**config.mk**
```make
export PLATFORM = sky130hd
export DESIGN_NAME = avgls_jobq
export DESIGN_NICKNAME = d
export VERILOG_FILES = /design/src/rtl/avgls_jobq.sv
export SDC_FILE = /design/constraint.sdc
export NUM_CORES = 1
export LEC_CHECK = 0
export BUFFER_PORTS_ARGS = -buffer_cell sky130_fd_sc_hd__clkbuf_2
export CAP_MARGIN = 5
export CORE_MARGIN = 5
export CORE_UTILIZATION = 44
export CTS_CLUSTER_DIAMETER = 200
export CTS_CLUSTER_SIZE = 12
export DETAILED_ROUTE_END_ITERATION = 10
export PLACE_DENSITY = 0.69
export SLEW_MARGIN = 20
export SYNTH_ARGS = -nofsm -noshare
export SYNTH_HDL_FRONTEND = slang
export SYNTH_SLANG_ARGS = --single-unit
```
**constraint.sdc**
```tcl
create_clock -name i_clk -period 4.4 [get_ports i_clk]
set_input_delay 0.88 -clock i_clk [delete_from_list [all_inputs] [get_ports i_clk]]
set_output_delay 0.88 -clock i_clk [all_outputs]
set_load 0.01 [all_outputs]
```
**src/rtl/avgls_jobq.sv**
```systemverilog
// ============================================================================
// avgls_jobq: two-entry job queue
// Decouples the frame intake from the block computation.
// ============================================================================
module avgls_jobq #(
    parameter int WIDTH = 44
) (
    input  logic             i_clk,
    input  logic             i_rst_n,
    input  logic             i_push,
    input  logic [WIDTH-1:0] i_data,
    input  logic             i_pop,
    output logic [WIDTH-1:0] o_head,
    output logic             o_empty,
    output logic             o_full
);

    logic [WIDTH-1:0] r_slot0;
    logic [WIDTH-1:0] r_slot1;
    logic [1:0]       r_level;

    // Occupancy.
    always_ff @(posedge i_clk) begin
        if (!i_rst_n) begin
            r_level <= 2'd0;
        end else begin
            case ({i_push, i_pop})
                2'b10:   r_level <= r_level + 1'b1;
                2'b01:   r_level <= r_level - 1'b1;
                default: r_level <= r_level;
            endcase
        end
    end

    // Entries shift toward the head on a pop.
    always_ff @(posedge i_clk) begin
        case ({i_push, i_pop})
            2'b10: begin
                if (r_level == 2'd0) begin
                    r_slot0 <= i_data;
                end else begin
                    r_slot1 <= i_data;
                end
            end
            2'b01: begin
                r_slot0 <= r_slot1;
            end
            2'b11: begin
                if (r_level == 2'd1) begin
                    r_slot0 <= i_data;
                end else begin
                    r_slot0 <= r_slot1;
                    r_slot1 <= i_data;
                end
            end
            default: begin
            end
        endcase
    end

    assign o_head  = r_slot0;
    assign o_empty = (r_level == 2'd0);
    assign o_full  = (r_level == 2'd2);

endmodule

```
# Word level (Yosys, flattened, before mapping)
# Cells that the tools add are included.
# W data, S select, Z words.
dict set report word_totals {
  in_bits 48
  ff_bits 90
  wordCells 26
  out_inout_bits 46
}
dict set report op_classes {
  n_reduce_logical 6
  n_eq_ne 8
  addsub 2
  muxes 7
}
# operator count
set ops {}
lappend ops {{$mux W44} 4}
lappend ops {{$pmux W44 S3} 1}
lappend ops {{$pmux W44 S2} 1}
lappend ops {{$eq A2 B2 Y1 const B} 3}
lappend ops {{$ne A2 B2 Y1 const B} 3}
lappend ops {{$eq A2 B1 Y1 const B} 2}
lappend ops {{$pmux W2 S2} 1}
lappend ops {{$reduce_bool A2 Y1} 2}
lappend ops {{$reduce_and A3 Y1} 1}
lappend ops {{$reduce_bool A3 Y1} 1}
lappend ops {{$add A2 B1 Y2 const B} 1}
lappend ops {{$logic_not A2 Y1} 1}
lappend ops {{$reduce_and A2 Y1} 1}
lappend ops {{$sub A2 B1 Y2 const B} 1}

# Longest topological paths before layout
dict set report depth {
  word_depth 3
  mapped_depth 6
  depth_no_buf 4
}

# Worst setup path before layout
# No wires, ideal clock.
dict set report synth_timing {
  path_type {input to register}
  from {in i_push}
  to {reg r_slot0[0], in the netlist o_head[0] (enable)}
  path_stages 4
  path_slack_ns 0.336
  setup_time_ns 0.460
  arrival_time_ns 3.604
  path_buffers 1
  path_cell_list {ha_1 clkbuf_1 nor3_1 a21oi_1}
}
dict set report synth_via {
  elab_chain_len 3
  elab_cells_between_ends 6
}
# element line
set synth_lines {}
lappend synth_lines {{start, declared} 10} ;# input logic i_push,
lappend synth_lines {{$eq A2 B2 Y1 or $eq A2 B1 Y1 (tied branches)} 37} ;# case ({i_push, i_pop})
lappend synth_lines {{$ne A2 B2 Y1 (no source line) or $reduce_bool A3 Y1 (tied branches)} --}
lappend synth_lines {{$reduce_and A2 Y1 (no source line) (*)} --}
lappend synth_lines {{end signal, assigned} 40} ;# r_slot0 <= i_data;
lappend synth_lines {{end signal, assigned} 46} ;# r_slot0 <= r_slot1;
lappend synth_lines {{end signal, assigned} 50} ;# r_slot0 <= i_data;
lappend synth_lines {{end, declared} 18} ;# logic [WIDTH-1:0] r_slot0;
# Every way passes the cells marked *; elsewhere a longest branch is shown, timed or not.
# A chain may end at the register's enable or synchronous reset.

# Worst setup path in the final report
dict set report layout_timing {
  from {in i_push}
  to {reg r_slot0[20], in the netlist o_head[20] (enable)}
}
# The elaborated chain is that of the path after synthesis.

==> flow_metrics.tcl <==
set metrics [dict create \
    outcome "completed" \
    multi_input_area_sq_um 1540 \
    setup_ws_ns 1.93 \
    cts_setup_buffers 0 \
    rsz0062_at_grt "false" \
    clkTransAtPathRegs_ns 0.08 \
    grt_pass1_wl_mm 13.5 \
    cts_made_buffers 9 \
    totalWireLength_mm 8.58 \
    irDropWorstVdd_mv 0.149 \
    syn_to_final_growth_pct 18.6 \
    relSlewSlack_pct 30.1 \
    setup_viol_count_final 0 \
    ys_seq_area_share_pct 61.6 \
    die-area_sq_um 12000 \
    required_ns 4.39 \
    clk_latency_ns 0.35 \
    wire_per_inst_um 17.5 \
    antenna_found_initial 0 \
    synthSimpleGateAreaFrac_pct 6.87 \
    yosysWarnings 0 \
    core.rowCount 36 \
    synth.distinct_cells 23 \
    cts_tree "yes" \
    whs_ns 0.622 \
    timing.fmax_mhz 406 \
    drive_gt1_share_pct 45.5 \
    core_area_sq_um 9730 \
    diodes 0 \
    worstSetupEndpointType "register" \
    synth_compound_area_share_pct 10.8 \
    fin_nets 408 \
    grt_pass1_vias 2661 \
    postCtsHoldBufs 0 \
    syn_inst 263 \
    io_pins 94 \
    synthXorXnorAreaFrac_pct 0.402 \
    slew_viol_final 0 \
    p_leak_uw 0.00209 \
    die_h_um 109 \
    root_buffer "clkbuf_8" \
    fin_crit_sh_pct 56.0 \
    path_max_fanout 47 \
    mostFrequentLayoutCell "clkbuf_2" \
    mostFrequentLayoutCells "clkbuf_2, edfxtp_1, and2_1" \
    period_minus_slack_ns 2.47 \
    grt_usage_pct 14.7 \
    arrival_ns 2.45 \
    powerDensity_nw_per_um2 423 \
    r2r_slack_ns 2.25 \
    cts.sinks 90 \
    tightest_slew_ns 1.05 \
    first_iter_violations 92 \
    cts_resized 0 \
    fillers 855 \
    vias 2592 \
    path_class "input pin to register" \
    die_x_um 109 \
    clk_path_buf_depth 2 \
    io_buffers 93 \
    fin_tns_setup_ns 0 \
    drv_cap 0 \
    hpwlAfterDp_mm 5.43 \
    syn_area_sq_um 4350 \
    grt_start_max_net_pins 48 \
    seq_area_sq_um 2680 \
    drtAntennaViolNets 0 \
    overflow 0 \
    globalplace.congestion 0.705 \
    dp_slack_ns 1.36 \
    hold_violations 0 \
    synth_mux_area_share_pct 14.7 \
    clock_skew_ns 0.00870 \
    drcViolationCount 0 \
    synth_top_family_by_area "multiplexers" \
    cp-start-kind "input pin" \
    post_drt_via_cell_ratio 5.28 \
    initial_core_util_pct 44.8 \
    ctsHtreeMaxLevel 3 \
    synth_nets 318 \
    ys_ff_latch 90 \
    synth_area_per_cell_sq_um 16.6 \
    firstDrtPassIters 4 \
    hold_class "register to register" \
    synthAdderAreaFrac_pct 2.01 \
]
## synth_stat cells
cell / count / share of area [%]
edfxtp_1: 88 / 61
buf_6: 1 / 0.26
clkbuf_1: 5 / 0.43
buf_12: 1 / 0.46
nand2b_1: 1 / 0.14
mux2_2: 5 / 1.3
o211a_1: 1 / 0.23
nor2_2: 1 / 0.14
inv_1: 5 / 0.43
dfxtp_1: 2 / 0.92
xnor2_1: 1 / 0.20
mux2_4: 39 / 13
xor2_1: 1 / 0.20
and2_1: 45 / 6.5
buf_1: 3 / 0.26
nor3_1: 1 / 0.11
a221o_1: 44 / 10
a22oi_1: 1 / 0.17
buf_2: 6 / 0.69
buf_8: 3 / 1.0
o21a_1: 1 / 0.17
ha_1: 7 / 2.0
a21oi_1: 1 / 0.11
## through the flow
step | cells | util [%] | cell area (sq um) | total power [uW]
6_report | 491 | 53.1 | 5160 | 2190
2_1_floorplan | 263 | - | 4350 | 1420
4_1_cts | 490 | 52.9 | 5140 | 2210
3_3_place_gp | 474 | 50.4 | 4900 | 1530
3_5_place_dp | 474 | 50.4 | 4900 | 1540
5_1_grt | 491 | 53.1 | 5160 | 2290
## flip-flops by register name, indices dropped and copies added, names as in the netlist
name,flops
r_slot1,44
r_level,2
o_head,44
## logic make-up (layout without fill, tap and decap cells)
kind of cell / count (synthesis) / in the layout
flops: 90 / 90
compound gates: 48 / 48
simple gates: 48 / 48
mux: 44 / 44
buf+inv: 24 / 119
fa+ha+maj: 7 / 7
xor+xnor: 2 / 2
## final cells by class
class                           instances  area share [%]
Tap cell                              133            3.22
Clock inverter                          7            2.25
Clock buffer                            9            2.40
Inverter                                5           0.364
Multi-Input combinational cell        149            29.8
Sequential cell                        90            52.0
Timing Repair Buffer                   98            9.99
## where the power goes
group | switching, uW | internal [uW]
Clock | 291 | 377
Sequential | 33.3 | 1060
Combinational | 209 | 215
## final timing paths
path,start,end,cells after the start
setup reg to reg,r_level[0],o_head[5],4
hold reg to reg,r_level[1],r_level[1],2
hold / removal,r_level[1],r_level[1],2
setup / recovery,i_push,o_head[20],6
## critical path: stages
cell	delay (ns)
clkbuf_2	0.10
ha_2	0.18
buf_4	0.46
nor3_1	0.17
a21oi_4	0.13
buf_4	0.49
## per-layer routing
layer / global-route usage [%] / part of all wire, % / vias to the layer above
li1: - / - / 1225
met1: 18.0 / 41 / 1298
met2: 25.7 / 53 / 61
met3: 3.17 / 4.7 / 8
met4: 4.81 / 1.0 / 0
met5: 0 / 0 / -
(Power assumes the default switching activity.)
