===== src/rtl/avgls_in_if.sv =====
// ============================================================================
// avgls_in_if: frame input channel
// One beat carries a loudness value and the end-of-block mark.
// ============================================================================
interface avgls_in_if;
    logic        valid;
    logic        ready;
    logic [31:0] loudness;
    logic        last;

    modport source (output valid, output loudness, output last, input ready);
    modport sink   (input valid, input loudness, input last, output ready);
endinterface


===== src/rtl/avgls_front.sv =====
// ============================================================================
// avgls_front: frame intake
// Stores frames, tracks count, peak and overflow, and hands off a job per block.
// ============================================================================
module avgls_front #(
    parameter int MAX_FRAMES = 1024,
    parameter int CW = 11,
    parameter int AW = 10
) (
    input  logic          i_clk,
    input  logic          i_rst_n,
    avgls_in_if.sink      i_in,
    input  logic          i_hold,
    output logic          o_wr_en,
    output logic [AW-1:0] o_wr_addr,
    output logic [31:0]   o_wr_data,
    output logic          o_push,
    output logic [CW-1:0] o_job_count,
    output logic [31:0]   o_job_peak,
    output logic          o_job_ovf
);

    logic [CW-1:0] r_count;
    logic [31:0]   r_peak;
    logic          r_ovf;

    logic [CW-1:0] n_count;
    logic [31:0]   n_peak;
    logic          n_ovf;
    logic          w_accept;
    logic          w_room;

    assign i_in.ready = !i_hold;
    assign w_accept   = i_in.valid && i_in.ready;
    assign w_room     = (r_count < CW'(MAX_FRAMES));

    // Block statistics including the current beat.
    always_comb begin
        n_count = w_room ? r_count + 1'b1 : r_count;
        n_peak  = (w_room && (i_in.loudness > r_peak)) ? i_in.loudness : r_peak;
        n_ovf   = r_ovf || !w_room;
    end

    // Running state; cleared once a block is handed off.
    always_ff @(posedge i_clk) begin
        if (!i_rst_n) begin
            r_count <= '0;
            r_peak  <= '0;
            r_ovf   <= 1'b0;
        end else if (w_accept) begin
            if (i_in.last) begin
                r_count <= '0;
                r_peak  <= '0;
                r_ovf   <= 1'b0;
            end else begin
                r_count <= n_count;
                r_peak  <= n_peak;
                r_ovf   <= n_ovf;
            end
        end
    end

    assign o_wr_en     = w_accept && w_room;
    assign o_wr_addr   = r_count[AW-1:0];
    assign o_wr_data   = i_in.loudness;
    assign o_push      = w_accept && i_in.last;
    assign o_job_count = n_count;
    assign o_job_peak  = n_peak;
    assign o_job_ovf   = n_ovf;

endmodule


===== src/flat_wrapper.sv =====
// flat-port wrapper written by rule: the top's interface ports become plain ports
module avgls_front_flat 
#(
    parameter int MAX_FRAMES = 1024,
    parameter int CW = 11,
    parameter int AW = 10
)
  (i_clk, i_rst_n, i_hold, o_wr_en, o_wr_addr, o_wr_data, o_push, o_job_count, o_job_peak, o_job_ovf, i_in_valid, i_in_loudness, i_in_last, i_in_ready);
  avgls_in_if i_in_i ();
  input  logic i_clk;
  input  logic i_rst_n;
  input  logic i_hold;
  output logic o_wr_en;
  output logic [AW-1:0] o_wr_addr;
  output logic [31:0] o_wr_data;
  output logic o_push;
  output logic [CW-1:0] o_job_count;
  output logic [31:0] o_job_peak;
  output logic o_job_ovf;
  input wire logic [$bits(i_in_i.valid)-1:0] i_in_valid;
  input wire logic [$bits(i_in_i.loudness)-1:0] i_in_loudness;
  input wire logic [$bits(i_in_i.last)-1:0] i_in_last;
  output wire logic [$bits(i_in_i.ready)-1:0] i_in_ready;
  assign i_in_i.valid = i_in_valid;
  assign i_in_i.loudness = i_in_loudness;
  assign i_in_i.last = i_in_last;
  assign i_in_ready = i_in_i.ready;
  avgls_front #(.MAX_FRAMES(MAX_FRAMES), .CW(CW), .AW(AW)) u_core (.i_clk(i_clk), .i_rst_n(i_rst_n), .i_in(i_in_i), .i_hold(i_hold), .o_wr_en(o_wr_en), .o_wr_addr(o_wr_addr), .o_wr_data(o_wr_data), .o_push(o_push), .o_job_count(o_job_count), .o_job_peak(o_job_peak), .o_job_ovf(o_job_ovf));
endmodule

===== config.mk =====
export PLATFORM = sky130hd
export DESIGN_NAME = avgls_front_flat
export DESIGN_NICKNAME = d
export VERILOG_FILES = /design/src/rtl/avgls_in_if.sv /design/src/rtl/avgls_front.sv /design/src/flat_wrapper.sv
export SDC_FILE = /design/constraint.sdc
export NUM_CORES = 1
export LEC_CHECK = 0
export BUFFER_PORTS_ARGS = -buffer_cell sky130_fd_sc_hd__buf_4
export CAP_MARGIN = 20
export CELL_PAD_IN_SITES_DETAIL_PLACEMENT = 1
export CELL_PAD_IN_SITES_GLOBAL_PLACEMENT = 2
export CORE_ASPECT_RATIO = 1.25
export CORE_MARGIN = 10
export CORE_UTILIZATION = 26
export CTS_CLUSTER_SIZE = 20
export DETAILED_ROUTE_END_ITERATION = 8
export PLACE_DENSITY_LB_ADDON = 0.1
export SYNTH_ARGS = -nofsm -noshare
export SYNTH_HDL_FRONTEND = slang
export SYNTH_SLANG_ARGS = --single-unit

===== constraint.sdc =====
create_clock -name i_clk -period 4.4 [get_ports i_clk]
set_clock_uncertainty 0.05 [all_clocks]
set_input_delay 1.32 -clock i_clk [delete_from_list [all_inputs] [get_ports i_clk]]
set_output_delay 1.32 -clock i_clk [all_outputs]
set_load 0.01 [all_outputs]

[After elaboration in Yosys (flattened, before gate mapping)]
Index checks and enable logic that the tools add are counted.
Widths: inputs -> output; s select.
Operators by class
  add/sub/neg operators: 1
  $lt $le $gt $ge: 2
  muxes and demuxes: 5
  reduce and logical (&&, ||, !) cells: 7
Operators by type and width (number)
  $mux 32: 2
  $gt 32x32->1: 1
  $mux 11: 2
  $add 11x1->11 const B: 1
  $lt 11x11->1 const B: 1
  $logic_and 1x1->1: 4
  $logic_not 1->1: 2
  $logic_or 1x1->1: 1
  $mux 1: 1
Word-level totals
  register bits: 44
  output and inout bits: 89

[Longest topological paths before layout]
Gate-level depths: netlist of run 1.
  depth in word-level cells: 4
  mapped depth: 9
  gate-level depth less buffers: 8

[Worst setup path before layout of run 1]
Ideal clock, no wire load.
  path type: input-to-output
  from: in i_in_loudness[23]
  to: out o_job_peak[10]
  slack: -0.202 ns
  stages on the path: 8
  arrival: 3.232 ns
  path buffers: 1
  cells stage by stage: ha_1 nand4_1 nor4_2 or3b_1 a31oi_4 nor2_4 buf_6 mux2_4
On the way
  cells in the longest elaborated chain, start to end: 3
RTL lines
  from (decl): line flat_wrapper.sv:21  | input wire logic [$bits(i_in_i.loudness)-1:0] i_in_loudness;
  $gt 32x32->1: line avgls_front.sv:40  | n_peak = (w_room && (i_in.loudness > r_peak)) ? i_in.loudness : r_peak;
  $logic_and 1x1->1: line avgls_front.sv:40
  $mux 32: line avgls_front.sv:40
  to (decl): line flat_wrapper.sv:18  | output logic [31:0] o_job_peak;
Every way passes these cells.

[Worst setup path in the final report of run 1]
  from: in i_in_loudness[25]
  to: out o_job_peak[10]
Same word-level chain as after synthesis.

==> results.md, run 1 <==
* Post-synthesis mux area share at 14.48%
* Total GRT Usage at 12.34%
* FILL cells at 1,461
* Final critical-path required period at 4.927 ns
* Row cnt at 46
* Initial Util at 26.40%
* Worst-path fanout max at 7
* Hold path endpoint: u_core.r_ovf
* Fin Hold WS at 0.4437 ns
* Die Y at 146.8 µm
* Largest delay share family, worst path: simple AND/OR/NAND/NOR gates
* DRC at 0
* Rel. slew slack at 59.78%
* Crit-path cells: buf_4 -> ha_4 -> nand4_1 -> nor4_4 -> or3b_4 -> a31oi_4 -> nor2_4 -> clkbuf_16 -> mux2_4 -> buf_6
* Hpwl dp at 8930 µm
* Vias in the first global route at 3,365
* Largest family of logic cells by synthesized area: compound AO/OA/AOI/OAI gates
* FFs w/ async S/R, synth at 0%
* First drt pass iteration count at 4
* Period utilization at 112.0%
* # diodes at 0
* Syn Area/Cell at 9.339 µm²
* Synthesis-to-layout area growth at 54.12%
* Max-slew violations at 0
* Crit path launch type: input port
* Antenna violations before repair at 0
* Fmax achieved at 203.0 MHz
* Post-synthesis adder-cell area fraction at 12.35%
* Final RePlAce weighted congestion at 0.7594
* Hold wc startpoint: u_core.r_ovf
* Distinct cell type count after synthesis at 40
* Quantity of I/O buffers inserted on ports at 125
* Max clock buf depth at 2
* Global-route wire length before repair at 17,960 µm
* Synth warn at 0
* R2R depth at 13
* Slowest stage delay, CP at 0.42 ns
* Post-synth net total at 428
* Nets at 559
* Dpl ws at -0.6240 ns
* Endpoint type of the worst setup path: output pin
* Post-synth top area share at 26.35%
* Commonest cells post-synth: dfxtp_1, buf_4, inv_1
* Post-synthesis cell count at 358
* Post-synthesis sequential area ratio at 26.35%
* Synth Area in XOR/XNOR at 2.358%
* DP Area at 0.004604 mm²
* Ys flop type: dfxtp_1
* Clock transition at the registers of the reported paths at 0.06 ns
* Final setup margin at -0.5270 ns
* Post-Synth Simple-Gate Area at 10.33%
* Max cap viols at 0
* Hold buffer count at CTS at 0
* Core area at 0.01266 mm²
* Sink Count at 44
* Lkg Pwr at 2.265 nW
* P per Cell Area at 226.7 mW/mm²
* H-tree Lvls at 2
* DRT iter0 DRCs at 101
* Boundary pin count at 126
* Worst R2R End: u_core.r_peak[17]
* Failing checks: negative setup slack
* Hold Path Class: flip-flop to flip-flop
* Worst path depth at 10
* Reg area at 880.8 µm²
* Final setup fails at 32
* CTS root buf: clkbuf_16
* RSZ-0062 raised after global routing: true
* Routed WL at 11,180 µm
* Via/cell ratio at 4.635
* Final-report hold violation count at 0
* Leading area contributor after synthesis: dfxtp_1
* Worst Hold Depth at 2
* Antenna Violating Nets Remaining at 0
* Actual slew at the worst max-slew pin at 0.6011 ns
* Count leader, synth: dfxtp_1
* Worst skew pair latency at 0.29 ns
* Reg-to-reg critical path startpoint: u_core.r_peak[30]
* Gr ovfl total at 0
* Share of layout cells above drive strength 1 at 51.33%
* Synth Area in Compound Gates at 18.19%
* Vias at 3,036
* Ranking of synthesized cells by area: dfxtp_1, mux2_4, ha_1
* VDD IR max at 0.1211 mV
* Multi-input gate area at 0.002227 mm²
* Crit path DAT at 3.56 ns
* Critical path class: input port to output pin
* Wire per inst at 17.07 µm
* Die X at 121.4 µm
* R2R Setup Slk at 1.44 ns
* Final instance area at 0.005152 mm²
* Die area at 0.01782 mm²
* Worst path bufs/invs at 3
* Cell area after synthesis at 0.003343 mm²
* Flops & latches, synth at 44
* CP required at 3.03 ns
* CTS Buf Count at 5
* Slowest-stage cell, CP: or3b_4
* Pin count of the biggest net entering global routing at 23
* Status: complete, but fails checks
* Post-synth EDFFs at 0
* CTS tree: done
power by group:
group          switching, mW  internal [mW]
registers            0.00773          0.408
logic                  0.172          0.231
clock network          0.149          0.201
layout by cell type, fill, tap and decap left out, types with 12 or more instances in the layout:
| master | netlist | layout |
|---|---|---|
| a21oi_1 | 18 | 18 |
| a22o_1 | 32 | 32 |
| buf_4 | 42 | 136 |
| buf_6 | 3 | 38 |
| dfxtp_1 | 44 | 44 |
| ha_1 | 33 | 12 |
| ha_4 | 0 | 21 |
| inv_1 | 36 | 36 |
| mux2_4 | 30 | 30 |
| nand2_1 | 12 | 12 |
| nor2_1 | 19 | 19 |
metrics by stage:
step           util [%]  cells  power, mW  setup TNS [ns]
2_1_floorplan         -    358     0.6199          -4.873
3_3_place_gp      36.36    640     0.7784          -17.04
5_1_grt           40.69    655      1.237          -19.08
6_report          40.69    655      1.168          -16.36
4_1_cts           40.06    652      1.188          -16.48
3_5_place_dp      36.36    640     0.7852          -18.54
worst max-delay path by stage:
stage / start / end
after floorplan: i_in_loudness[18] / o_job_peak[10]
after global placement: i_in_loudness[22] / o_job_peak[30]
after detailed placement: i_in_loudness[20] / o_job_peak[23]
after CTS: i_in_loudness[7] / o_job_peak[0]
after global routing: i_in_loudness[31] / o_job_peak[9]
final: i_in_loudness[25] / o_job_peak[10]
flip-flops by register name, summed over array words and instances (netlist names):
name and count:
u_core.r_peak 32, u_core.r_count 11, u_core.r_ovf 1
layer usage:
metal / vias to the layer above / part of all wire, % / track usage [%]
met5: - / 0 / 0
met4: 0 / 0.97 / 2.867
met3: 7 / 6.9 / 4.141
met2: 72 / 53 / 22.45
met1: 1467 / 39 / 13.27
li1: 1490 / - / -
area by class of cell:
type | count | area share (%)
well taps | 168 | 4.080
clock buffers | 5 | 2.428
inverters | 36 | 2.623
repair buffers | 181 | 30.55
flip-flops and latches | 44 | 17.10
multi-input cells | 221 | 43.22
timing repair:
item | CTS | global route
endpoints found under the setup margin | 32 | 32
cloned | 1 | 0
pin swaps | 6 | 2
gates resized for setup | 54 | 9
buffers inserted | 6 | 3
worst register-to-register path: cells and delay by family, from the launching register on:
family | cells | cell delay [ns]
AOI/OAI and AO/OA | 3 | 0.47
adders and majority gates | 1 | 0.27
buffers and inverters | 6 | 0.74
DFF | 1 | 0.38
and+or+nand+nor | 3 | 0.95
kinds of logic (layout without fill, tap and decap cells):
group	after synthesis	after routing
buffers and inverters	93	222
AO/OA/AOI/OAI	79	79
AND/OR/NAND/NOR	67	67
flip-flops	44	44
adder cells (fa/ha/maj)	33	33
multiplexers	33	33
XOR/XNOR	9	9
No activity file was read; power rests on OpenSTA's default activity.
==> inputs of run 2 (changes only) <==
- CTS_CLUSTER_SIZE: 20 -> 40
- RECOVER_POWER: not set -> 25
==> results.md, run 2 (same netlist as run 1, synthesis figures left out) <==
* Final critical-path required period at 4.926 ns (was 4.927 ns)
* Vias at 3,049 (was 3,036)
* CTS root buf: clkbuf_16 (unchanged)
* Worst-path fanout max at 7 (unchanged)
* Wire per inst at 17.11 µm (was 17.07 µm)
* Actual slew at the worst max-slew pin at 0.5980 ns (was 0.6011 ns)
* Die area at 0.01782 mm² (unchanged)
* Die X at 121.4 µm (unchanged)
* Initial Util at 26.40% (unchanged)
* Commonest cells after routing, fill and taps aside: buf_4, dfxtp_1, buf_6 (unchanged)
* Antenna Violating Nets Remaining at 0 (unchanged)
* Critical path class: input port to output pin (unchanged)
* Status: complete, but fails checks (unchanged)
* CP required at 3.03 ns (about the same)
* VDD IR max at 0.1209 mV (was 0.1211 mV)
* CTS Buf Count at 5 (unchanged)
* P per Cell Area at 228.6 mW/mm² (was 226.7 mW/mm²)
* Commonest non-fill, non-tap cell in the layout: buf_4 (unchanged)
* Crit path launch type: input port (unchanged)
* Nets at 559 (unchanged)
* Power, Total at 1.167 mW (was 1.168 mW)
* First drt pass iteration count at 4 (unchanged)
* Max cap viols at 0 (unchanged)
* Routed WL at 11,210 µm (was 11,180 µm)
* Row cnt at 46 (unchanged)
* Max-slew violations at 0 (unchanged)
* DRT iter0 DRCs at 105 (was 101)
* Worst skew pair latency at 0.29 ns (about the same)
* Max clock buf depth at 2 (unchanged)
* Endpoint type of the worst setup path: output pin (unchanged)
* R2R Setup Slk at 1.44 ns (about the same)
* Final-report hold violation count at 0 (unchanged)
* Top Registers: u_core.r_peak: 32 flops, u_core.r_count: 11 flops, u_core.r_ovf: 1 flops (unchanged)
* Share of layout cells above drive strength 1 at 48.67% (was 51.33%)
* Vias in the first global route at 3,365 (unchanged)
* Rel. slew slack at 59.99% (was 59.78%)
* Biggest register: u_core.r_peak (unchanged)
* Antenna violations before repair at 0 (unchanged)
* Setup TNS at -16.35 ns (was -16.36 ns)
* Max reg flops at 32 (unchanged)
* Failing checks: negative setup slack (unchanged)
* R2R depth at 13 (unchanged)
* Pin count of the biggest net entering global routing at 23 (unchanged)
* Crit path DAT at 3.56 ns (about the same)
* Critical path startpoint: i_in_loudness[25] (unchanged)
* Worst R2R End: u_core.r_peak[17] (unchanged)
* Sink Count at 44 (unchanged)
* Hpwl dp at 8930 µm (unchanged)
* DP Area at 0.004604 mm² (unchanged)
* Core area at 0.01266 mm² (unchanged)
* Via/cell ratio at 4.655 (was 4.635)
* Fin Hold WS at 0.4438 ns (was 0.4437 ns)
* Lkg Pwr at 2.211 nW (was 2.265 nW)
* Hold Path Class: flip-flop to flip-flop (unchanged)
* FILL cells at 1,463 (was 1,461)
* Fmax achieved at 203.0 MHz (about the same)
* RSZ-0062 raised after global routing: true (unchanged)
* # diodes at 0 (unchanged)
* Global-route wire length before repair at 17,960 µm (unchanged)
* H-tree Lvls at 2 (unchanged)
* Reg-to-reg critical path startpoint: u_core.r_peak[30] (unchanged)
* Boundary pin count at 126 (unchanged)
* Total GRT Usage at 12.34% (unchanged)
* DRC at 0 (unchanged)
* Final setup fails at 32 (unchanged)
* Quantity of I/O buffers inserted on ports at 125 (unchanged)
* Clock transition at the registers of the reported paths at 0.06 ns (about the same)
* Final RePlAce weighted congestion at 0.7594 (unchanged)
* Synthesis-to-layout area growth at 52.66% (was 54.12%)
* Period utilization at 112.0% (about the same)
* Worst setup path end: o_job_peak[10] (unchanged)
* CTS tree: done (unchanged)
* Gr ovfl total at 0 (unchanged)
* Multi-input gate area at 0.002227 mm² (unchanged)
* Final design utilization at 40.31% (was 40.69%)
* Final instance area at 0.005104 mm² (was 0.005152 mm²)
* Final setup margin at -0.5264 ns (was -0.5270 ns)
* Die Y at 146.8 µm (unchanged)
* Reg area at 880.8 µm² (unchanged)
run 2: cell types whose count changed in the layout (fill, tap and decap cells not counted), sizes merged:
cell / before / now
clkbuf: 6 / 20
buf: 180 / 166
run 2: area by class of cell:
class | instances | area share, %
tap | 168 | 4.119
timing repair buffer | 181 | 29.88
clock buffer | 5 | 2.452
inverter | 36 | 2.648
multi-input combinational | 221 | 43.64
sequential | 44 | 17.26
run 2: how the worst min path moves through the flow:
| stage | end | slack [ns] | depth (start not counted) | from |
|---|---|---|---|---|
| 2_1_floorplan | u_core.r_ovf | 0.38 | 2 | u_core.r_ovf |
| 3_3_place_gp | u_core.r_ovf | 0.40 | 2 | u_core.r_ovf |
| 3_5_place_dp | u_core.r_ovf | 0.42 | 2 | u_core.r_ovf |
| 4_1_cts | u_core.r_ovf | 0.44 | 2 | u_core.r_ovf |
| 5_1_grt | u_core.r_peak[20] | 0.48 | 1 | u_core.r_peak[20] |
| 6_report | u_core.r_ovf | 0.44 | 2 | u_core.r_ovf |
run 2: timing repair:
| item | in CTS | in global routing |
|---|---|---|
| pin swaps | 6 | 2 |
| gates cloned | 1 | 0 |
| buffers inserted | 6 | 3 |
| endpoints found under the setup margin | 32 | 32 |
| hold buffers | 0 | 0 |
| gates resized for setup | 54 | 9 |
run 2: per-stage QoR:
stage / worst slack (ns) / std cells
2_1_floorplan: -0.1643 / 358
3_3_place_gp: -0.5622 / 640
3_5_place_dp: -0.6240 / 640
4_1_cts: -0.5436 / 652
5_1_grt: -0.6151 / 655
6_report: -0.5264 / 655
run 2: worst max-delay path: stages:
cell	delay, ns
buf_4	0.13
ha_4	0.26
nand4_1	0.22
nor4_4	0.31
or3b_4	0.42
a31oi_4	0.19
nor2_4	0.10
clkbuf_16	0.19
mux2_4	0.30
buf_6	0.12
run 2: layer usage:
| metal | GRT usage (%) | wire, µm |
|---|---|---|
| met3 | 4.141 | 758 |
| met1 | 13.27 | 4432 |
| met5 | 0 | 0 |
| met4 | 2.867 | 108 |
| met2 | 22.45 | 5907 |
run 2: power breakdown:
group / total, mW / internal [mW] / switching (mW) / leakage, nW
Clock: 0.350 / 0.201 / 0.149 / 0.0616
Sequential: 0.415 / 0.408 / 0.00772 / 0.356
Combinational: 0.402 / 0.230 / 0.172 / 1.79
Total: 1.17 / 0.838 / 0.328 / 2.21
==> inputs of run 3 (changes only) <==
- ABC_AREA: not set -> 1
- CELL_PAD_IN_SITES_DETAIL_PLACEMENT: 1 -> 0
- CELL_PAD_IN_SITES_GLOBAL_PLACEMENT: 2 -> 1
- CORE_UTILIZATION: 26 -> 31
==> results.md, run 3 <==
* Crit path launch type: input port (unchanged)
* Final RePlAce weighted congestion at 0.7752 (was 0.7594)
* Ranking of synthesized cells by area: dfxtp_1, nand2_1, ha_1 (was dfxtp_1, mux2_4, ha_1)
* Slowest-stage cell, CP: ha_1 (was or3b_4)
* Die area at 0.01653 mm² (was 0.01782 mm²)
* Status: complete, no violations (was complete, but fails checks)
* Worst path bufs/invs at 4 (was 3)
* Die Y at 141.3 µm (was 146.8 µm)
* Final critical-path required period at 4.357 ns (was 4.926 ns)
* Endpoint type of the worst setup path: output pin (unchanged)
* Largest delay share family, worst path: simple AND/OR/NAND/NOR gates (unchanged)
* Clock power frac at 27.9% (was 30.0%)
* Routed WL at 12,690 µm (was 11,210 µm)
* Top Registers: u_core.r_peak: 32 flops, u_core.r_count: 11 flops, u_core.r_ovf: 1 flops (unchanged)
* Count leader, synth: nand2_1 (was dfxtp_1)
* Int Pwr at 0.9634 mW (was 0.8384 mW)
* Sink Count at 44 (unchanged)
* Worst-path fanout max at 6 (was 7)
* Lkg Pwr at 2.667 nW (was 2.211 nW)
* Clock transition at the registers of the reported paths at 0.06 ns (about the same)
* CTS root buf: clkbuf_16 (unchanged)
* Final-report hold violation count at 0 (unchanged)
* First drt pass iteration count at 4 (unchanged)
* Pin count of the biggest net entering global routing at 43 (was 23)
* Cell area after synthesis at 0.003647 mm² (was 0.003343 mm²)
* P per Cell Area at 244.1 mW/mm² (was 228.6 mW/mm²)
* Final design utilization at 50.43% (was 40.31%)
* Wire per inst at 15.35 µm (was 17.11 µm)
* Max-slew violations at 0 (unchanged)
* Hold buffer count at CTS at 0 (unchanged)
* Hold Path Class: flip-flop to flip-flop (unchanged)
* Synth warn at 0 (unchanged)
* Fmax achieved at 229.5 MHz (was 203.0 MHz)
* Vias at 3,886 (was 3,049)
* Nets at 758 (was 559)
* Sw power at 0.4600 mW (was 0.3285 mW)
* Net Sw Frac at 32.32% (was 28.15%)
* H-tree Lvls at 2 (unchanged)
* Syn Area/Cell at 6.548 µm² (was 9.339 µm²)
* DRT iter0 DRCs at 133 (was 105)
* Vias in the first global route at 3,813 (was 3,365)
* Initial Util at 31.55% (was 26.40%)
* Setup TNS at 0 ns (was -16.35 ns)
* Commonest cells post-synth: nand2_1, inv_1, nand3_1 (was dfxtp_1, buf_4, inv_1)
* DRC at 0 (unchanged)
* Hpwl dp at 8807 µm (was 8930 µm)
* Final cell count without fillers at 827 (was 655)
* Final setup fails at 0 (was 32)
* Antenna violations before repair at 0 (unchanged)
* Commonest non-fill, non-tap cell in the layout: buf_4 (unchanged)
* Row cnt at 44 (was 46)
* Actual slew at the worst max-slew pin at 1.435 ns (was 0.5980 ns)
* Rel. slew slack at 4.353% (was 59.99%)
* Placed Cells at 810 (was 640)
* Post-synthesis sequential area ratio at 24.15% (was 26.35%)
* Via/cell ratio at 4.699 (was 4.655)
* Biggest register: u_core.r_peak (unchanged)
* Global-route wire length before repair at 18,840 µm (was 17,960 µm)
* Distinct cell type count after synthesis at 28 (was 40)
* Max reg flops at 32 (unchanged)
* RSZ-0062 raised after global routing: true (unchanged)
* Post-synth EDFFs at 0 (unchanged)
* Ys flop type: dfxtp_1 (unchanged)
* Post-synthesis cell count at 557 (was 358)
* Post-synth top area share at 24.15% (was 26.35%)
* Worst skew pair latency at 0.29 ns (about the same)
* Critical path class: input port to output pin (unchanged)
* Antenna Violating Nets Remaining at 0 (unchanged)
* Total GRT Usage at 14.21% (was 12.34%)
* Commonest cells after routing, fill and taps aside: buf_4, inv_1, nand2_1 (was buf_4, dfxtp_1, buf_6)
* FFs w/ async S/R, synth at 0% (unchanged)
* Comb pwr share at 42.9% (was 34.4%)
* Flops & latches, synth at 44 (unchanged)
* Sequential share of power at 29.2% (was 35.6%)
* Die X at 117.0 µm (was 121.4 µm)
* VDD IR max at 0.1334 mV (was 0.1209 mV)
* Max cap viols at 0 (unchanged)
* CTS Buf Count at 5 (unchanged)
* Quantity of I/O buffers inserted on ports at 125 (unchanged)
* CTS tree: done (unchanged)
* Final instance area at 0.005831 mm² (was 0.005104 mm²)
* Slowest stage delay, CP at 0.29 ns (was 0.42 ns)
* Leading area contributor after synthesis: dfxtp_1 (unchanged)
* Period utilization at 99.01% (was 112.0%)
* Crit-path cells: buf_4 -> ha_1 -> nand2_1 -> nor2_2 -> nand2_1 -> inv_1 -> nand2_2 -> nand2_4 -> nand2_4 -> nand2_8 -> nand2_8 -> clkbuf_16 -> nand2_2 -> and2_4 -> buf_6 (was buf_4 -> ha_4 -> nand4_1 -> nor4_4 -> or3b_4 -> a31oi_4 -> nor2_4 -> clkbuf_16 -> mux2_4 -> buf_6)
* Boundary pin count at 126 (unchanged)
* CP required at 3.03 ns (about the same)
* Crit path DAT at 2.99 ns (was 3.56 ns)
* Gr ovfl total at 0 (unchanged)
* Max clock buf depth at 2 (unchanged)
* # diodes at 0 (unchanged)
* Core area at 0.01156 mm² (was 0.01266 mm²)
* Post-synth net total at 627 (was 428)
* Synthesis-to-layout area growth at 59.86% (was 52.66%)
* Share of layout cells above drive strength 1 at 44.85% (was 48.67%)
* DP Area at 0.004775 mm² (was 0.004604 mm²)
## run 3: cell count changes after synthesis, moves of 6 or more
cell,delta
a21oi_1,+38
a22oi_1,-7
inv_1,+48
a22o_1,-32
o21ai_0,-6
nand2_1,+115
nand3_1,+59
mux2_4,-30
and2_1,+31
## run 3: layout make-up
class	instances	area (µm²)
flip-flops and latches	44	880.8
repair buffers	189	1618
clock buffers	6	138.9
clock inverters	2	10.01
fillers	1183	5731
multi-input cells	362	2688
well taps	138	172.7
inverters	86	322.8
## run 3: what timing repair did
item / 4_1_cts / 5_1_grt
gates resized for setup: 51 / 147
cloned: 1 / 2
pin swaps: 7 / 40
setup endpoints to repair: 32 / 32
buffers inserted: 1 / 5
## run 3: through the flow
stage / worst slack [ns] / hold slack [ns] / total power, mW
2_1_floorplan: 0.3924 / 0.3815 / 0.6528
3_3_place_gp: -0.1186 / 0.3987 / 0.8615
3_5_place_dp: -0.1450 / 0.4053 / 0.8640
4_1_cts: -0.01654 / 0.4157 / 1.305
5_1_grt: -0.06809 / 0.4324 / 1.505
6_report: 0.04346 / 0.4125 / 1.423
## run 3: path summary, 6_finish.rpt
check / start / end / slack, ns / depth (start not counted)
worst min-delay path: u_core.r_peak[19] / u_core.r_peak[19] / 0.41 / 2
worst max register to register: u_core.r_peak[5] / u_core.r_peak[23] / 2.18 / 13
worst max-delay path: i_in_loudness[15] / o_job_peak[21] / 0.04 / 15
worst min register to register: u_core.r_peak[19] / u_core.r_peak[19] / 0.41 / 2
## run 3: metal layers
layer | vias up | track usage, % | share of wire, %
li1 | 1975 | - | -
met1 | 1802 | 16.42 | 41
met2 | 95 | 25.33 | 51
met3 | 14 | 3.376 | 6.2
met4 | 0 | 3.585 | 1.2
met5 | - | 0 | 0
## run 3: worst reg2reg max path, stage by stage (launching register included)
cell and delay, ns:
dfxtp_1 0.34, inv_1 0.10, ha_4 0.30, nand2_4 0.05, nor2_4 0.10, nand4_1 0.14
nor2_2 0.22, a21oi_4 0.13, nand2_8 0.15, buf_12 0.17, nand2_4 0.06, buf_4 0.13
nand3_1 0.06, a21oi_1 0.08
## run 3: kinds of logic (layout without fill, tap and decap cells)
logic type | after synthesis | count (layout) | share of synthesized area, %
AOI/OAI and AO/OA | 64 | 64 | 9.160
xor gates and xnor gates | 9 | 9 | 2.161
adders and majority gates | 33 | 33 | 11.32
buffers and inverters | 151 | 283 | 20.89
DFF | 44 | 44 | 24.15
and+or+nand+nor | 256 | 256 | 32.32
## run 3: power by group through the flow
stage | Clock (mW) | Sequential (mW) | Combinational, mW
4_1_cts | 0.406 | 0.415 | 0.484
6_report | 0.397 | 0.416 | 0.611
2_1_floorplan | 0 | 0.423 | 0.230
3_5_place_dp | 0 | 0.424 | 0.440
5_1_grt | 0.422 | 0.416 | 0.667
3_3_place_gp | 0 | 0.424 | 0.438
